`config.mk`:
```
export PLATFORM = sky130hd
export DESIGN_NAME = mi3_back
export DESIGN_NICKNAME = d
export VERILOG_FILES = /design/src/mi3_pkg.sv /design/src/mi3_back.sv
export SDC_FILE = /design/constraint.sdc
export NUM_CORES = 1
export LEC_CHECK = 0
export ABC_AREA = 0
export BUFFER_PORTS_ARGS = -buffer_cell sky130_fd_sc_hd__buf_2
export CAP_MARGIN = 25
export CELL_PAD_IN_SITES_DETAIL_PLACEMENT = 2
export CELL_PAD_IN_SITES_GLOBAL_PLACEMENT = 2
export CORE_AREA = 2 2 486 488
export CTS_BUF_LIST = sky130_fd_sc_hd__clkbuf_8
export DETAILED_ROUTE_END_ITERATION = 12
export DIE_AREA = 0 0 488 490
export PLACE_DENSITY_LB_ADDON = 0.08
export SLEW_MARGIN = 25
export SYNTH_ARGS = -nofsm -noshare
export SYNTH_HDL_FRONTEND = slang
export SYNTH_SLANG_ARGS = --single-unit
```
`constraint.sdc`:
```
create_clock -name aclk -period 5.7 [get_ports aclk]
set_input_delay 0.285 -clock aclk [delete_from_list [all_inputs] [get_ports aclk]]
set_output_delay 0.285 -clock aclk [all_outputs]
set_load 0.03 [all_outputs]
```
`src/mi3_pkg.sv`:
```
// shared types and constants for the 3x3 matrix inverse and determinant pipeline
`default_nettype none
package mi3_pkg;

    localparam int ENTRY_W   = 16;
    localparam int FRAC_W    = 8;
    localparam int RES_W     = 32;
    localparam int PROD_W    = 2 * ENTRY_W;
    localparam int COF_W     = PROD_W + 1;
    localparam int DET_W     = 3 * ENTRY_W + 1;
    localparam int DMAG_W    = DET_W - 1;
    localparam int SHIFT     = FRAC_W + RES_W / 2;
    localparam int REM_W     = PROD_W + SHIFT;
    localparam int QUO_W     = RES_W + 2;
    localparam int TRIAL_W   = DMAG_W + QUO_W - 1;
    localparam int N_ENT     = 9;
    localparam int N_PROD    = 18;
    localparam int FRONT_LAT = 5;

    typedef logic signed [ENTRY_W-1:0] entry_t;
    typedef logic signed [PROD_W-1:0]  prod_t;
    typedef logic signed [COF_W-1:0]   cof_t;
    typedef logic signed [DET_W-1:0]   det_t;
    typedef logic [DMAG_W-1:0]         dmag_t;
    typedef logic [REM_W-1:0]          rem_t;
    typedef logic [QUO_W-1:0]          quo_t;
    typedef logic [RES_W-1:0]          res_t;

    typedef enum logic [1:0] {
        STATUS_OK       = 2'd0,
        STATUS_SINGULAR = 2'd1,
        STATUS_SAT      = 2'd2
    } status_t;

    typedef struct packed {
        rem_t rem;
        quo_t quo;
        logic neg;
    } lane_t;

    typedef struct packed {
        det_t  det;
        dmag_t dmag;
        logic  sing;
    } side_t;

    // adjugate entry i = a[MUL_A[2i]]*a[MUL_B[2i]] - a[MUL_A[2i+1]]*a[MUL_B[2i+1]]
    localparam int MUL_A [N_PROD] = '{4, 5, 2, 1, 1, 2, 5, 3, 0, 2, 2, 0, 3, 4, 1, 0, 0, 1};
    localparam int MUL_B [N_PROD] = '{8, 7, 7, 8, 5, 4, 6, 8, 8, 6, 3, 5, 7, 6, 6, 7, 4, 3};

endpackage
`default_nettype wire

```
`src/mi3_back.sv`:
```
// sign, saturation and status, with the output register
`default_nettype none
module mi3_back
    import mi3_pkg::*;
(
    input  wire logic  aclk,
    input  wire logic  aresetn,
    input  wire logic  en,
    input  wire logic  in_valid,
    input  wire lane_t in_lane [N_ENT],
    input  wire side_t in_side,
    output logic       out_valid,
    output res_t       out_inv [N_ENT],
    output det_t       out_det,
    output status_t    out_status
);

    logic    vld_reg;
    res_t    inv_reg [N_ENT];
    det_t    det_reg;
    status_t status_reg;

    res_t    inv_next [N_ENT];
    status_t status_next;
    logic    any_sat;
    logic    sat;
    quo_t    q;

    always_comb begin
        any_sat = 1'b0;
        for (int i = 0; i < N_ENT; i++) begin
            q = in_lane[i].quo;
            if (in_lane[i].neg) begin
                sat = (q[QUO_W-1:RES_W] != '0) || (q[RES_W-1] && (q[RES_W-2:0] != '0));
                inv_next[i] = sat ? {1'b1, (RES_W-1)'(0)} : -q[RES_W-1:0];
            end else begin
                sat = (q[QUO_W-1:RES_W-1] != '0);
                inv_next[i] = sat ? {1'b0, {(RES_W-1){1'b1}}} : q[RES_W-1:0];
            end
            if (in_side.sing) begin
                inv_next[i] = '0;
            end
            any_sat = any_sat | sat;
        end
        priority if (in_side.sing) begin
            status_next = STATUS_SINGULAR;
        end else if (any_sat) begin
            status_next = STATUS_SAT;
        end else begin
            status_next = STATUS_OK;
        end
    end

    always_ff @(posedge aclk) begin
        if (!aresetn) begin
            vld_reg <= 1'b0;
        end else if (en) begin
            vld_reg <= in_valid;
        end
    end

    always_ff @(posedge aclk) begin
        if (en) begin
            inv_reg    <= inv_next;
            det_reg    <= in_side.det;
            status_reg <= status_next;
        end
    end

    assign out_valid  = vld_reg;
    assign out_inv    = inv_reg;
    assign out_det    = det_reg;
    assign out_status = status_reg;

endmodule
`default_nettype wire

```
==> report_table.html, run 1 <==
<table>
<tr><th>Metric</th><th>Value</th></tr>
<tr><th colspan="2">Status</th></tr>
<tr><td>Result of the run</td><td>complete, no violations</td></tr>
<tr><th colspan="2">Routing</th></tr>
<tr><td>Antenna-violating nets left</td><td>0</td></tr>
<tr><td>Count of unresolved DRC violations after routing</td><td>0</td></tr>
<tr><td>Iteration-0 DRC count of the detailed router</td><td>about 960</td></tr>
<tr><td>Post-detailed-route via-to-cell ratio</td><td>about 3.7</td></tr>
<tr><td>Routed wire per std cell</td><td>~25 um</td></tr>
<tr><td>Routed via count</td><td>between 20000 and 25000</td></tr>
<tr><td>Length of the first detailed-routing pass in iterations</td><td>5</td></tr>
<tr><td>Total length of routed wires</td><td>approximately 170 mm</td></tr>
<tr><th colspan="2">Global routing</th></tr>
<tr><td>Gr busiest metal</td><td>met2</td></tr>
<tr><td>Wire length of the first global-routing pass</td><td>between 200 and 250 mm</td></tr>
<tr><td>Grt met1 use</td><td>between 10% and 20%</td></tr>
<tr><td>Initial antenna violation count</td><td>71</td></tr>
<tr><td>Grt met3 use</td><td>6.83%</td></tr>
<tr><td>Overall Global Routing Usage</td><td>13.5%</td></tr>
<tr><td>Largest net degree at the start of global routing</td><td>127</td></tr>
<tr><td>GRT Residual Overflow</td><td>0</td></tr>
<tr><td>Number of global-route vias before repair</td><td>~27000</td></tr>
<tr><td>Met2 track utilization from global routing</td><td>just over 20%</td></tr>
<tr><th colspan="2">Placement</th></tr>
<tr><td>Placed instance count</td><td>5996</td></tr>
<tr><td>Number of buffers inserted by port buffering</td><td>around 700</td></tr>
<tr><td>Half-perimeter wire length after placement</td><td>roughly 130 mm</td></tr>
<tr><td>Setup slack after placement</td><td>roughly 1.3 ns</td></tr>
<tr><td>Placed Area</td><td>~28000 sq um</td></tr>
<tr><td>Placer congestion estimate</td><td>~0.77</td></tr>
<tr><th colspan="2">Critical path</th></tr>
<tr><td>Highest net fanout along the worst path</td><td>13</td></tr>
<tr><td>Startpoint type of the worst setup path</td><td>primary input</td></tr>
<tr><td>Slowest library cell on the worst path</td><td>nor4b_1</td></tr>
<tr><td>Critical path type</td><td>in -&gt; reg</td></tr>
<tr><td>Data required time at the worst endpoint</td><td>around 6.4 ns</td></tr>
<tr><td>Buffers &amp; Inverters on Critical Path</td><td>4</td></tr>
<tr><td>Crit-path most repeated cell</td><td>dlygate4sd3_1</td></tr>
<tr><td>Dominant delay contributor by cell family on the critical path</td><td>simple AND/OR/NAND/NOR gates</td></tr>
<tr><td>Cell-by-cell listing of the critical path</td><td>dlygate4sd3_1 -&gt; buf_2 -&gt; inv_1 -&gt; ha_1 -&gt; nor4b_1 -&gt; and4_1 -&gt; nand4_1 -&gt; and2_1 -&gt; o41ai_1 -&gt; a311o_1 -&gt; dlygate4sd3_1</td></tr>
<tr><td>Worst EP arrival</td><td>about 4.8 ns</td></tr>
<tr><td>Max stage delay on crit path</td><td>between 0.6 and 0.7 ns</td></tr>
<tr><td>Worst setup EP type</td><td>flip-flop</td></tr>
<tr><th colspan="2">CTS</th></tr>
<tr><td>Clock-pin slew on the worst setup and hold paths</td><td>0.06 ns</td></tr>
<tr><td>Max Root-Sink Buffers</td><td>3</td></tr>
<tr><td>CTS HTree Levels</td><td>3</td></tr>
<tr><td>CTS tree</td><td>built</td></tr>
<tr><td>Clock sink count</td><td>340</td></tr>
<tr><td>Number of CTS-inserted buffers</td><td>90</td></tr>
<tr><td>Clock latency on the worst-skew pair</td><td>around 0.81 ns</td></tr>
<tr><td>Count of cells resized by post-cts repair</td><td>0</td></tr>
<tr><td>CTS root buffer</td><td>clkbuf_8</td></tr>
<tr><th colspan="2">Logic synthesis</th></tr>
<tr><td>Number of enable flip-flop cells after synthesis</td><td>between 300 and 400</td></tr>
<tr><td>Cell count after synthesis</td><td>~2200</td></tr>
<tr><td>Most used flip-flop cell after synthesis</td><td>edfxtp_1</td></tr>
<tr><td>Area share of the largest cell type after synthesis</td><td>48.8%</td></tr>
<tr><td>Share of async-settable or async-resettable flops after synthesis</td><td>0%</td></tr>
<tr><td>Syn Area/Cell</td><td>about 9.4 sq um</td></tr>
<tr><td>Synthesized netlist net count</td><td>3147</td></tr>
<tr><td>Sequential fraction of the synthesis area</td><td>48.9%</td></tr>
<tr><td>Number of register bits inferred by synthesis</td><td>340</td></tr>
<tr><td>Top area cells in the synthesized netlist</td><td>edfxtp_1, o21ai_0, a31oi_1</td></tr>
<tr><td>Library cell occupying the most area in the post-synthesis netlist</td><td>edfxtp_1</td></tr>
<tr><td>Post-synthesis cell type count</td><td>between 70 and 80</td></tr>
<tr><td>Synth Warn #</td><td>0</td></tr>
<tr><td>Cell area after technology mapping</td><td>about 21000 sq um</td></tr>
<tr><th colspan="2">Finish</th></tr>
<tr><td>Filler cells</td><td>about 27000</td></tr>
<tr><td>Most frequent cells in the layout</td><td>buf_2, dlygate4sd3_1, edfxtp_1, o21ai_0, nor2_1</td></tr>
<tr><td>Area overhead of the layout relative to synthesis</td><td>64.8%</td></tr>
<tr><td>Fraction of layout instances using a drive strength above 1</td><td>between 20% and 30%</td></tr>
<tr><td>Final cell utilization of the core</td><td>about 15%</td></tr>
<tr><td>Count of placed standard cells in the final layout, fillers left out</td><td>between 6000 and 7000</td></tr>
<tr><td>Final Cell Area</td><td>34400 sq um</td></tr>
<tr><td># nets final</td><td>around 4300</td></tr>
<tr><td>Most common cell after layout, fill and taps aside</td><td>buf_2</td></tr>
<tr><th colspan="2">Timing</th></tr>
<tr><td>Upper clock frequency limit</td><td>roughly 0.24 GHz</td></tr>
<tr><td>Transition time at the pin with the least slew margin</td><td>around 1.0 ns</td></tr>
<tr><td>Fin. Hold Viols</td><td>0</td></tr>
<tr><td>Fin crit period</td><td>approximately 4.2 ns</td></tr>
<tr><td>Smallest setup slack after layout</td><td>1.54 ns</td></tr>
<tr><td>Final Setup Violations</td><td>0</td></tr>
<tr><td>Post-Route Hold Slack</td><td>about 0.12 ns</td></tr>
<tr><td>RSZ-0062 raised after global routing</td><td>false</td></tr>
<tr><td>Worst slew margin</td><td>a little under a third</td></tr>
<tr><td>Final count of pins violating max slew</td><td>0</td></tr>
<tr><td>Final worst clock skew</td><td>0 ns</td></tr>
<tr><td>Setup total negative slack</td><td>0 ns</td></tr>
<tr><td>Final cycle utilization of the critical path</td><td>roughly three quarters</td></tr>
<tr><th colspan="2">Power and ir drop</th></tr>
<tr><td>Static leakage</td><td>about 12 nW</td></tr>
<tr><td>Total power after layout</td><td>about 8.5 mW</td></tr>
<tr><td>Power density cells</td><td>approximately 250 nW/um^2</td></tr>
<tr><td>Worst IR Drop VDD</td><td>162 uV</td></tr>
<tr><th colspan="2">Floorplanning</th></tr>
<tr><td>Core Area</td><td>roughly 230000 sq um</td></tr>
<tr><td>Height of the die</td><td>just under 500 um</td></tr>
<tr><td>Overall die width</td><td>488 um</td></tr>
<tr><td>Placement Rows</td><td>between 150 and 200</td></tr>
<tr><td>Initial core utilization</td><td>just under 9%</td></tr>
<tr><td>Number of ports placed on the die boundary</td><td>~1300</td></tr>
<tr><td>Total die area</td><td>~240000 sq um</td></tr>
<tr><th colspan="2">Hold path</th></tr>
<tr><td>Hold/Removal Path Class</td><td>in -&gt; reg</td></tr>
<tr><th colspan="2">Job</th></tr>
<tr><td># Max-Cap Violations</td><td>0</td></tr>
</table>
-- per-layer routing --
metal	vias up	routed length, um
li1	11100	-
met1	12200	71900
met2	785	71200
met3	207	18000
met4	46	4040
met5	-	306
-- registers in the layout, indices dropped and copies added (netlist names) --
register	count
out_det	49
out_status	2
out_valid	1
out_inv	288
-- path summary, 6_finish.rpt --
check | start | end | slack (ns) | cells after the start
max | in_lane[638] | out_inv[243] | 1.54 | 11
min reg2reg | out_valid | out_valid | 1.08 | 3
max reg2reg | out_valid | out_valid | 4.54 | 3
min | in_lane[286] | out_inv[108] | 0.12 | 4
-- logic make-up after synthesis --
kind of cell	synth area share, %
compound gates	21.5
xor+xnor	1.89
fa+ha+maj	0.540
buf+inv	3.49
flops	48.9
mux	0.390
simple gates	23.3
-- worst min-delay path, cell delays in order --
cell and delay (ns):
buf_2 0.17, xnor2_1 0.19, a21oi_1 0.11, nor2_1 0.10
-- layout make-up --
| cell class | instances | area, sq um | share of cell area, % |
|---|---|---|---|
| flip-flops and latches | 340 | 10200 | 29.7 |
| multi-input cells | 1686 | 10000 | 29.1 |
| repair buffers | 1187 | 8250 | 24.0 |
| well taps | 3150 | 3940 | 11.5 |
| clock buffers | 91 | 1250 | 3.64 |
| clock inverters | 72 | 494 | 1.44 |
| inverters | 44 | 165 | 0.480 |
| diodes | 30 | 75.1 | 0.218 |
-- cells in the mapped netlist, types with 8 or more instances --
| library cell | n |
|---|---|
| nand3_1 | 47 |
| o31a_1 | 34 |
| and4_1 | 9 |
| nand4_1 | 24 |
| or2_2 | 15 |
| a21oi_1 | 172 |
| xnor2_1 | 36 |
| a21o_1 | 8 |
| and2_1 | 8 |
| nor4b_1 | 14 |
| nor2b_1 | 8 |
| nand2b_1 | 10 |
| nor3_1 | 122 |
| and3_1 | 23 |
| o31ai_1 | 20 |
| inv_1 | 44 |
| nor4_1 | 75 |
| nand4b_1 | 24 |
| o41ai_1 | 8 |
| a2111oi_0 | 15 |
| or3_1 | 112 |
| nand3b_1 | 34 |
| or4_1 | 28 |
| edfxtp_1 | 339 |
| a221oi_1 | 12 |
| xor2_1 | 9 |
| a21boi_0 | 14 |
| clkbuf_1 | 142 |
| ha_1 | 9 |
| o21ai_1 | 13 |
| o21ai_0 | 194 |
| nand2_1 | 138 |
| nor2_1 | 183 |
| a211oi_1 | 28 |
| a31oi_1 | 154 |
-- what timing repair did --
item / in CTS / in global routing
hold buffers: 411 / 0
hold endpoints to repair: 353 / 0
buffers inserted: 0 / 0
-- where the power goes --
group          internal, mW  leakage [nW]  total (mW)  switching, mW
clock network          1.76         0.976        3.34           1.58
registers              3.01          3.29        3.08         0.0733
logic                 0.626          7.47        2.07           1.45
Note: power is estimated with default switching activity, not from simulation.
==> inputs of run 2 (changes only) <==
- CORE_AREA: 2 2 486 488 -> 2 2 495 497
- DIE_AREA: 0 0 488 490 -> 0 0 497 499
- clock period: 5.7 -> 4 ns (I/O delays scaled with it)
==> run 2 against run 1 <==
Against the previous run:
- core utilization is essentially flat
- global-route usage shrank 0.14 points
- register-to-register slack got worse by 1.7 ns
- first-iteration DRC count decreased by 9.2%
- sequential power up 43%
- die area increased by 3.7%
- critical path depth shrank 1
- count of clock-buffer cells in the layout down 2
- largest cell class unchanged
==> report_table.html, run 2 (synthesized netlist as in run 1, its figures left out) <==
<table>
<tr><th>Metric</th><th>Value</th></tr>
<tr><th colspan="2">Global routing</th></tr>
<tr><td>Number of global-route vias before repair</td><td>between 20000 and 30000</td></tr>
<tr><td>GRT Residual Overflow</td><td>0</td></tr>
<tr><td>Overall Global Routing Usage</td><td>about an eighth</td></tr>
<tr><td>Initial antenna violation count</td><td>79</td></tr>
<tr><td>Largest net degree at the start of global routing</td><td>93</td></tr>
<tr><td>Wire length of the first global-routing pass</td><td>about 230 mm</td></tr>
<tr><th colspan="2">Floorplanning</th></tr>
<tr><td>Number of ports placed on the die boundary</td><td>about 1300</td></tr>
<tr><td>Overall die width</td><td>a little under 500 um</td></tr>
<tr><td>Total die area</td><td>between 200000 and 250000 sq um</td></tr>
<tr><td>Initial core utilization</td><td>roughly 8.6%</td></tr>
<tr><td>Height of the die</td><td>499 um</td></tr>
<tr><td>Placement Rows</td><td>approximately 180</td></tr>
<tr><td>Core Area</td><td>between 200000 and 250000 sq um</td></tr>
<tr><th colspan="2">Power and ir drop</th></tr>
<tr><td>Worst IR Drop VDD</td><td>195 uV</td></tr>
<tr><td>Net Sw Frac</td><td>36.4%</td></tr>
<tr><td>Net load switching power</td><td>4.31 mW</td></tr>
<tr><td>Power density cells</td><td>approximately 330 nW/um^2</td></tr>
<tr><td>Cell Int Power</td><td>about 7.5 mW</td></tr>
<tr><td>Static leakage</td><td>roughly 12 nW</td></tr>
<tr><td>Logic gate share of total power</td><td>25.7%</td></tr>
<tr><td>Sequential power share</td><td>between 30% and 40%</td></tr>
<tr><td>Clock network fraction of total power</td><td>37.1%</td></tr>
<tr><th colspan="2">Hold path</th></tr>
<tr><td>Min-delay src</td><td>in_lane[383]</td></tr>
<tr><td>Hold/Removal Path Class</td><td>in -&gt; reg</td></tr>
<tr><td>Worst hold path cell count</td><td>4</td></tr>
<tr><td>Capture endpoint of the worst hold path</td><td>out_inv[146]</td></tr>
<tr><th colspan="2">Critical path</th></tr>
<tr><td>Startpoint type of the worst setup path</td><td>primary input</td></tr>
<tr><td>Worst EP arrival</td><td>roughly 4.6 ns</td></tr>
<tr><td>FF-to-FF path depth</td><td>3</td></tr>
<tr><td>Worst setup EP type</td><td>flip-flop</td></tr>
<tr><td>Setup slack on the worst flop-to-flop path</td><td>between 2 and 3 ns</td></tr>
<tr><td>Data required time at the worst endpoint</td><td>roughly 4.7 ns</td></tr>
<tr><td>Capture instance of the worst register-to-register path</td><td>out_valid</td></tr>
<tr><td>Critical path type</td><td>in -&gt; reg</td></tr>
<tr><td>Critical R2R Launch</td><td>out_valid</td></tr>
<tr><td>Highest net fanout along the worst path</td><td>11</td></tr>
<tr><th colspan="2">Timing</th></tr>
<tr><td>Final cycle utilization of the critical path</td><td>a little over nine tenths</td></tr>
<tr><td>Final count of pins violating max slew</td><td>0</td></tr>
<tr><td>Fin. Hold Viols</td><td>0</td></tr>
<tr><td>Worst slew margin</td><td>19.9%</td></tr>
<tr><td>Final worst clock skew</td><td>0 ns</td></tr>
<tr><td>Final Setup Violations</td><td>0</td></tr>
<tr><td>Upper clock frequency limit</td><td>between 0.2 and 0.3 GHz</td></tr>
<tr><td>Setup total negative slack</td><td>0 ns</td></tr>
<tr><td>RSZ-0062 raised after global routing</td><td>false</td></tr>
<tr><td>Fin crit period</td><td>3.91 ns</td></tr>
<tr><td>Transition time at the pin with the least slew margin</td><td>around 1.2 ns</td></tr>
<tr><th colspan="2">Finish</th></tr>
<tr><td># nets final</td><td>4431</td></tr>
<tr><td>Flip-flop count of the largest register, all copies and words added</td><td>~290</td></tr>
<tr><td>Most frequent cells in the layout</td><td>buf_2, dlygate4sd3_1, edfxtp_1, o21ai_0, nor2_1</td></tr>
<tr><td>Area overhead of the layout relative to synthesis</td><td>71.2%</td></tr>
<tr><td>Most common cell after layout, fill and taps aside</td><td>buf_2</td></tr>
<tr><td>Count of placed standard cells in the final layout, fillers left out</td><td>between 6000 and 7000</td></tr>
<tr><td>Fraction of layout instances using a drive strength above 1</td><td>28.0%</td></tr>
<tr><th colspan="2">CTS</th></tr>
<tr><td>Clock-pin slew on the worst setup and hold paths</td><td>~0.050 ns</td></tr>
<tr><td>Clock sink count</td><td>340</td></tr>
<tr><td>CTS root buffer</td><td>clkbuf_8</td></tr>
<tr><td>Clock latency on the worst-skew pair</td><td>between 0.8 and 0.9 ns</td></tr>
<tr><td>CTS HTree Levels</td><td>3</td></tr>
<tr><td>CTS tree</td><td>built</td></tr>
<tr><td>Max Root-Sink Buffers</td><td>3</td></tr>
<tr><td>Number of buffers inserted to repair setup after CTS</td><td>0</td></tr>
<tr><td>Number of CTS-inserted buffers</td><td>88</td></tr>
<tr><th colspan="2">Routing</th></tr>
<tr><td>Routed wire per std cell</td><td>24.8 um</td></tr>
<tr><td>Length of the first detailed-routing pass in iterations</td><td>4</td></tr>
<tr><td>Count of unresolved DRC violations after routing</td><td>0</td></tr>
<tr><td>Antenna-violating nets left</td><td>0</td></tr>
<tr><td>Total length of routed wires</td><td>between 150 and 200 mm</td></tr>
<tr><td>Max layer used</td><td>met5</td></tr>
<tr><td>Routed via count</td><td>about 25000</td></tr>
<tr><td>Routed wire length on met2</td><td>about 74 mm</td></tr>
<tr><td>Wire length on met1</td><td>76.2 mm</td></tr>
<tr><td>Length of routed met3 wiring</td><td>~14 mm</td></tr>
<tr><td>Post-detailed-route via-to-cell ratio</td><td>around 3.7</td></tr>
<tr><td>Iteration-0 DRC count of the detailed router</td><td>870</td></tr>
<tr><th colspan="2">Status</th></tr>
<tr><td>Result of the run</td><td>complete, no violations</td></tr>
<tr><th colspan="2">Placement</th></tr>
<tr><td>Placer congestion estimate</td><td>about 0.73</td></tr>
<tr><td>Half-perimeter wire length after placement</td><td>130 mm</td></tr>
<tr><td>Number of buffers inserted by port buffering</td><td>708</td></tr>
<tr><td>Placed instance count</td><td>between 6000 and 7000</td></tr>
<tr><th colspan="2">Job</th></tr>
<tr><td># Max-Cap Violations</td><td>0</td></tr>
</table>
## run 2: cell types whose count changed in the layout (fill, tap and decap cells not counted), sizes merged
cell | previous run | this run
inv | 70 | 75
or4 | 32 | 33
bufinv | 6 | 3
clkinv | 37 | 30
buf | 776 | 844
dlygate4sd3 | 411 | 496
diode | 30 | 25
clkbuf | 91 | 89
## run 2: cell type report
class / instances / area, sq um
fillers: 28200 / 207000
flip-flops and latches: 340 / 10200
multi-input cells: 1687 / 10000
repair buffers: 1340 / 9660
well taps: 3202 / 4010
clock buffers: 89 / 1220
clock inverters: 67 / 402
inverters: 44 / 165
diodes: 25 / 62.6
## run 2: worst max-delay path, cell delays in order
cell           delay, ns
dlygate4sd3_1       0.63
buf_2               0.17
or4_1               0.61
or4_4               0.51
or4_4               0.66
a2111oi_0           0.45
o21ai_1             0.09
dlygate4sd3_1       0.56
a21oi_1             0.13
dlygate4sd3_1       0.55
## run 2: how the worst max path moves through the flow
stage	cells past startpoint	start	end	slack [ns]
global route	10	in_lane[207]	out_inv[79]	0.009
global placement	11	in_lane[274]	out_inv[115]	0.51
finish	10	in_lane[207]	out_inv[79]	0.09
floorplan	7	in_lane[737]	out_inv[261]	1.24
detailed placement	11	in_lane[638]	out_inv[239]	0.50
CTS	11	in_lane[740]	out_inv[277]	0.003
## run 2: timing repair
item / in CTS / in global routing
setup endpoints to repair: 0 / 6
endpoints found under the hold margin: 388 / 0
resized for setup: 0 / 12
hold buffers: 496 / 0
## run 2: power by group through the flow
stage	clock, mW	sequential, mW	combinational (mW)
final	4.40	4.40	3.05
after global routing	4.83	4.44	3.32
after CTS	4.77	4.42	3.16
after detailed placement	0	4.47	2.71
after global placement	0	4.48	2.73
after floorplan	0	5.07	0.570
## run 2: stage by stage
stage	setup slack, ns	total power [mW]	util (%)	instance area [sq um]	hold WS [ns]
floorplan	1.24	5.64	-	20900	0.299
global placement	0.513	7.21	12.0	29000	0.377
detailed placement	0.498	7.19	12.0	29000	0.379
CTS	0.00310	12.4	14.7	35600	0.000229
global route	0.00938	12.6	14.7	35700	0.0368
finish	0.0909	11.9	14.7	35700	0.0990
## run 2: layer usage
metal | vias up | global-route usage, %
met5 | - | 0
met4 | 58 | 2.89
met3 | 233 | 5.46
met2 | 755 | 20.9
met1 | 12400 | 17.0
li1 | 11400 | -
==> inputs of run 3 (changes only) <==
- GPL_TIMING_DRIVEN: default -> 0
==> run 3 against run 2 <==
Against the previous run:
- critical path depth increased by 3
- sequential power about the same
- combinational power is 4% higher
- via count grew 1.4%
- die area stayed put
- wire length is 8.8% higher
- core utilization rose by 0.14 points
- critical endpoint is now out_inv[197]
==> report_table.html, run 3 (synthesized netlist as in run 1, its figures left out) <==
<table>
<tr><th>Metric</th><th>Value</th></tr>
<tr><th colspan="2">Critical path</th></tr>
<tr><td>Cell-by-cell listing of the critical path</td><td>dlygate4sd3_1 -&gt; buf_2 -&gt; inv_1 -&gt; ha_1 -&gt; nor2b_1 -&gt; and4_1 -&gt; a31oi_2 -&gt; buf_1 -&gt; o21ai_0 -&gt; nand2_1 -&gt; dlygate4sd3_1 -&gt; a31oi_1 -&gt; dlygate4sd3_1</td></tr>
<tr><td>Setup slack on the worst flop-to-flop path</td><td>approximately 2.9 ns</td></tr>
<tr><td>Highest net fanout along the worst path</td><td>10</td></tr>
<tr><td>Crit-path most repeated cell</td><td>dlygate4sd3_1</td></tr>
<tr><td>Startpoint type of the worst setup path</td><td>primary input</td></tr>
<tr><td>Data required time at the worst endpoint</td><td>about 4.6 ns</td></tr>
<tr><td>Worst EP arrival</td><td>about 4.6 ns</td></tr>
<tr><td>Max stage delay on crit path</td><td>around 0.63 ns</td></tr>
<tr><td>Slowest library cell on the worst path</td><td>buf_1</td></tr>
<tr><td>Critical path type</td><td>in -&gt; reg</td></tr>
<tr><td>Worst setup EP type</td><td>flip-flop</td></tr>
<tr><th colspan="2">Finish</th></tr>
<tr><td>Filler cells</td><td>28300</td></tr>
<tr><td>Area overhead of the layout relative to synthesis</td><td>72.9%</td></tr>
<tr><td>Fraction of layout instances using a drive strength above 1</td><td>between 20% and 30%</td></tr>
<tr><td>Final cell utilization of the core</td><td>between 10% and 20%</td></tr>
<tr><td>Count of placed standard cells in the final layout, fillers left out</td><td>6876</td></tr>
<tr><td>Most frequent cells in the layout</td><td>buf_2, dlygate4sd3_1, edfxtp_1, o21ai_0, nor2_1</td></tr>
<tr><td>Multi-input gate area in the final layout</td><td>10100 sq um</td></tr>
<tr><td>FF/Latch Area</td><td>approximately 10000 sq um</td></tr>
<tr><td># nets final</td><td>between 4000 and 5000</td></tr>
<tr><td>Flip-flop count of the largest register, all copies and words added</td><td>between 200 and 300</td></tr>
<tr><td>Most common cell after layout, fill and taps aside</td><td>buf_2</td></tr>
<tr><th colspan="2">Global routing</th></tr>
<tr><td>Initial antenna violation count</td><td>between 70 and 80</td></tr>
<tr><td>Largest net degree at the start of global routing</td><td>74</td></tr>
<tr><td>Wire length of the first global-routing pass</td><td>250 mm</td></tr>
<tr><td>Overall Global Routing Usage</td><td>between 10 and 15%</td></tr>
<tr><td>GRT Residual Overflow</td><td>0</td></tr>
<tr><td>Number of global-route vias before repair</td><td>27600</td></tr>
<tr><th colspan="2">Timing</th></tr>
<tr><td>Worst slew margin</td><td>between 30% and 40%</td></tr>
<tr><td>Final worst clock skew</td><td>0 ns</td></tr>
<tr><td>Upper clock frequency limit</td><td>0.253 GHz</td></tr>
<tr><td>Final Setup Violations</td><td>0</td></tr>
<tr><td>Fin crit period</td><td>just under 4 ns</td></tr>
<tr><td>Final cycle utilization of the critical path</td><td>98.8%</td></tr>
<tr><td>RSZ-0062 raised after global routing</td><td>true</td></tr>
<tr><td>Transition time at the pin with the least slew margin</td><td>roughly 1.0 ns</td></tr>
<tr><td>Final count of pins violating max slew</td><td>0</td></tr>
<tr><td>Fin. Hold Viols</td><td>0</td></tr>
<tr><th colspan="2">CTS</th></tr>
<tr><td>Clock sink count</td><td>340</td></tr>
<tr><td>CTS root buffer</td><td>clkbuf_8</td></tr>
<tr><td>CTS HTree Levels</td><td>3</td></tr>
<tr><td>Number of CTS-inserted buffers</td><td>between 90 and 100</td></tr>
<tr><td>Clock-pin slew on the worst setup and hold paths</td><td>around 0.060 ns</td></tr>
<tr><td>Max Root-Sink Buffers</td><td>3</td></tr>
<tr><td>CTS tree</td><td>built</td></tr>
<tr><td>Clock latency on the worst-skew pair</td><td>just over 0.8 ns</td></tr>
<tr><th colspan="2">Floorplanning</th></tr>
<tr><td>Total die area</td><td>248000 sq um</td></tr>
<tr><td>Placement Rows</td><td>around 180</td></tr>
<tr><td>Number of ports placed on the die boundary</td><td>1261</td></tr>
<tr><td>Height of the die</td><td>499 um</td></tr>
<tr><td>Initial core utilization</td><td>between 8 and 9%</td></tr>
<tr><td>Core Area</td><td>about 240000 sq um</td></tr>
<tr><td>Overall die width</td><td>between 400 and 500 um</td></tr>
<tr><th colspan="2">Routing</th></tr>
<tr><td>Length of the first detailed-routing pass in iterations</td><td>5</td></tr>
<tr><td>Count of unresolved DRC violations after routing</td><td>0</td></tr>
<tr><td>Wire length on met1</td><td>between 80 and 90 mm</td></tr>
<tr><td>Routed via count</td><td>approximately 25000</td></tr>
<tr><td>Total length of routed wires</td><td>about 180 mm</td></tr>
<tr><td>Iteration-0 DRC count of the detailed router</td><td>just over 1000</td></tr>
<tr><td>Routed wire length on met2</td><td>80.4 mm</td></tr>
<tr><td>Antenna-violating nets left</td><td>0</td></tr>
<tr><td>Routed wire per std cell</td><td>26.7 um</td></tr>
<tr><td>Max layer used</td><td>met5</td></tr>
<tr><td>Post-detailed-route via-to-cell ratio</td><td>~3.7</td></tr>
<tr><td>Length of routed met3 wiring</td><td>between 15 and 20 mm</td></tr>
<tr><th colspan="2">Power and ir drop</th></tr>
<tr><td>Net Sw Frac</td><td>between 30% and 40%</td></tr>
<tr><td>Power density cells</td><td>337 nW/um^2</td></tr>
<tr><td>Logic gate share of total power</td><td>a little over a quarter</td></tr>
<tr><td>Sequential power share</td><td>between 30% and 40%</td></tr>
<tr><td>Clock network fraction of total power</td><td>approximately 38%</td></tr>
<tr><td>Cell Int Power</td><td>approximately 7.6 mW</td></tr>
<tr><td>Net load switching power</td><td>4.59 mW</td></tr>
<tr><td>Worst IR Drop VDD</td><td>about 220 uV</td></tr>
<tr><td>Static leakage</td><td>12.3 nW</td></tr>
<tr><th colspan="2">Status</th></tr>
<tr><td>Result of the run</td><td>complete, no violations</td></tr>
<tr><th colspan="2">Placement</th></tr>
<tr><td>Placer congestion estimate</td><td>about 0.74</td></tr>
<tr><td>Half-perimeter wire length after placement</td><td>between 100 and 150 mm</td></tr>
<tr><td>Placed instance count</td><td>around 6100</td></tr>
<tr><td>Number of buffers inserted by port buffering</td><td>approximately 700</td></tr>
<tr><th colspan="2">Job</th></tr>
<tr><td># Max-Cap Violations</td><td>0</td></tr>
<tr><th colspan="2">Hold path</th></tr>
<tr><td>Hold/Removal Path Class</td><td>in -&gt; reg</td></tr>
</table>
[run 3: changes by cell type in the layout (fill, tap and decap cells not counted), moves of 5 or more]
cell | before | now
buf_12 | 8 | 2
buf_16 | 0 | 9
buf_4 | 126 | 8
clkbuf_1 | 0 | 124
clkbuf_2 | 0 | 16
clkinv_1 | 16 | 23
clkinv_2 | 12 | 7
dlygate4sd3_1 | 496 | 536
inv_1 | 72 | 83
nor4_1 | 74 | 67
nor4_2 | 1 | 7
[run 3: layout make-up]
class                      instances  share of cell area [%]
multi-input combinational       1686                    28.0
buffer                           146                    1.61
clock inverter                    78                    1.19
timing repair buffer            1262                    25.7
antenna                           27                   0.187
sequential                       340                    28.3
clock buffer                      91                    3.47
inverter                          44                   0.458
tap                             3202                    11.1
[run 3: power groups by stage]
stage / combinational, mW / sequential [mW] / clock (mW)
floorplan: 0.570 / 5.07 / 0
global placement: 2.78 / 4.52 / 0
detailed placement: 2.80 / 4.47 / 0
CTS: 3.28 / 4.40 / 4.99
global route: 3.45 / 4.43 / 5.06
finish: 3.16 / 4.39 / 4.59
[run 3: critical path, delay by kind of cell]
| family | cells | cell delay [ns] |
|---|---|---|
| buffers and inverters | 6 | 2.57 |
| AO/OA/AOI/OAI | 3 | 0.85 |
| AND/OR/NAND/NOR | 3 | 0.63 |
| adder cells (fa/ha/maj) | 1 | 0.28 |
[run 3: final timing paths]
kind,startpoint,depth (start not counted),end
setup / recovery,in_lane[547],13,out_inv[197]
hold / removal,in_lane[289],3,out_inv[111]
setup reg to reg,out_valid,3,out_valid
hold reg to reg,out_valid,3,out_valid
[run 3: layer usage]
layer / GRT usage [%] / vias to the layer above
met5: 0 / -
met4: 2.68 / 52
met3: 6.45 / 220
met2: 22.7 / 764
met1: 18.3 / 12600
li1: - / 11600
[run 3: per-stage QoR]
step | setup slack (ns) | total power [mW] | cell area [sq um] | hold WS (ns) | setup TNS [ns]
floorplan | 1.24 | 5.64 | 20900 | 0.299 | 0
global placement | -4.34 | 7.30 | 28400 | 0.377 | -1483.33
detailed placement | -0.996 | 7.27 | 28800 | 0.378 | -16.09
CTS | 0.0126 | 12.7 | 35900 | 0.00260 | 0
global route | -0.000974 | 12.9 | 36000 | 0.00450 | -0.000974
finish | 0.0490 | 12.1 | 36100 | 0.101 | 0
[run 3: what timing repair did]
action                     in CTS  in global routing
hold buffers                  535                  1
setup endpoints to repair       0                 51
hold endpoints to repair      410                  1
gates resized for setup         0                 26
setup buffers                   0                  5
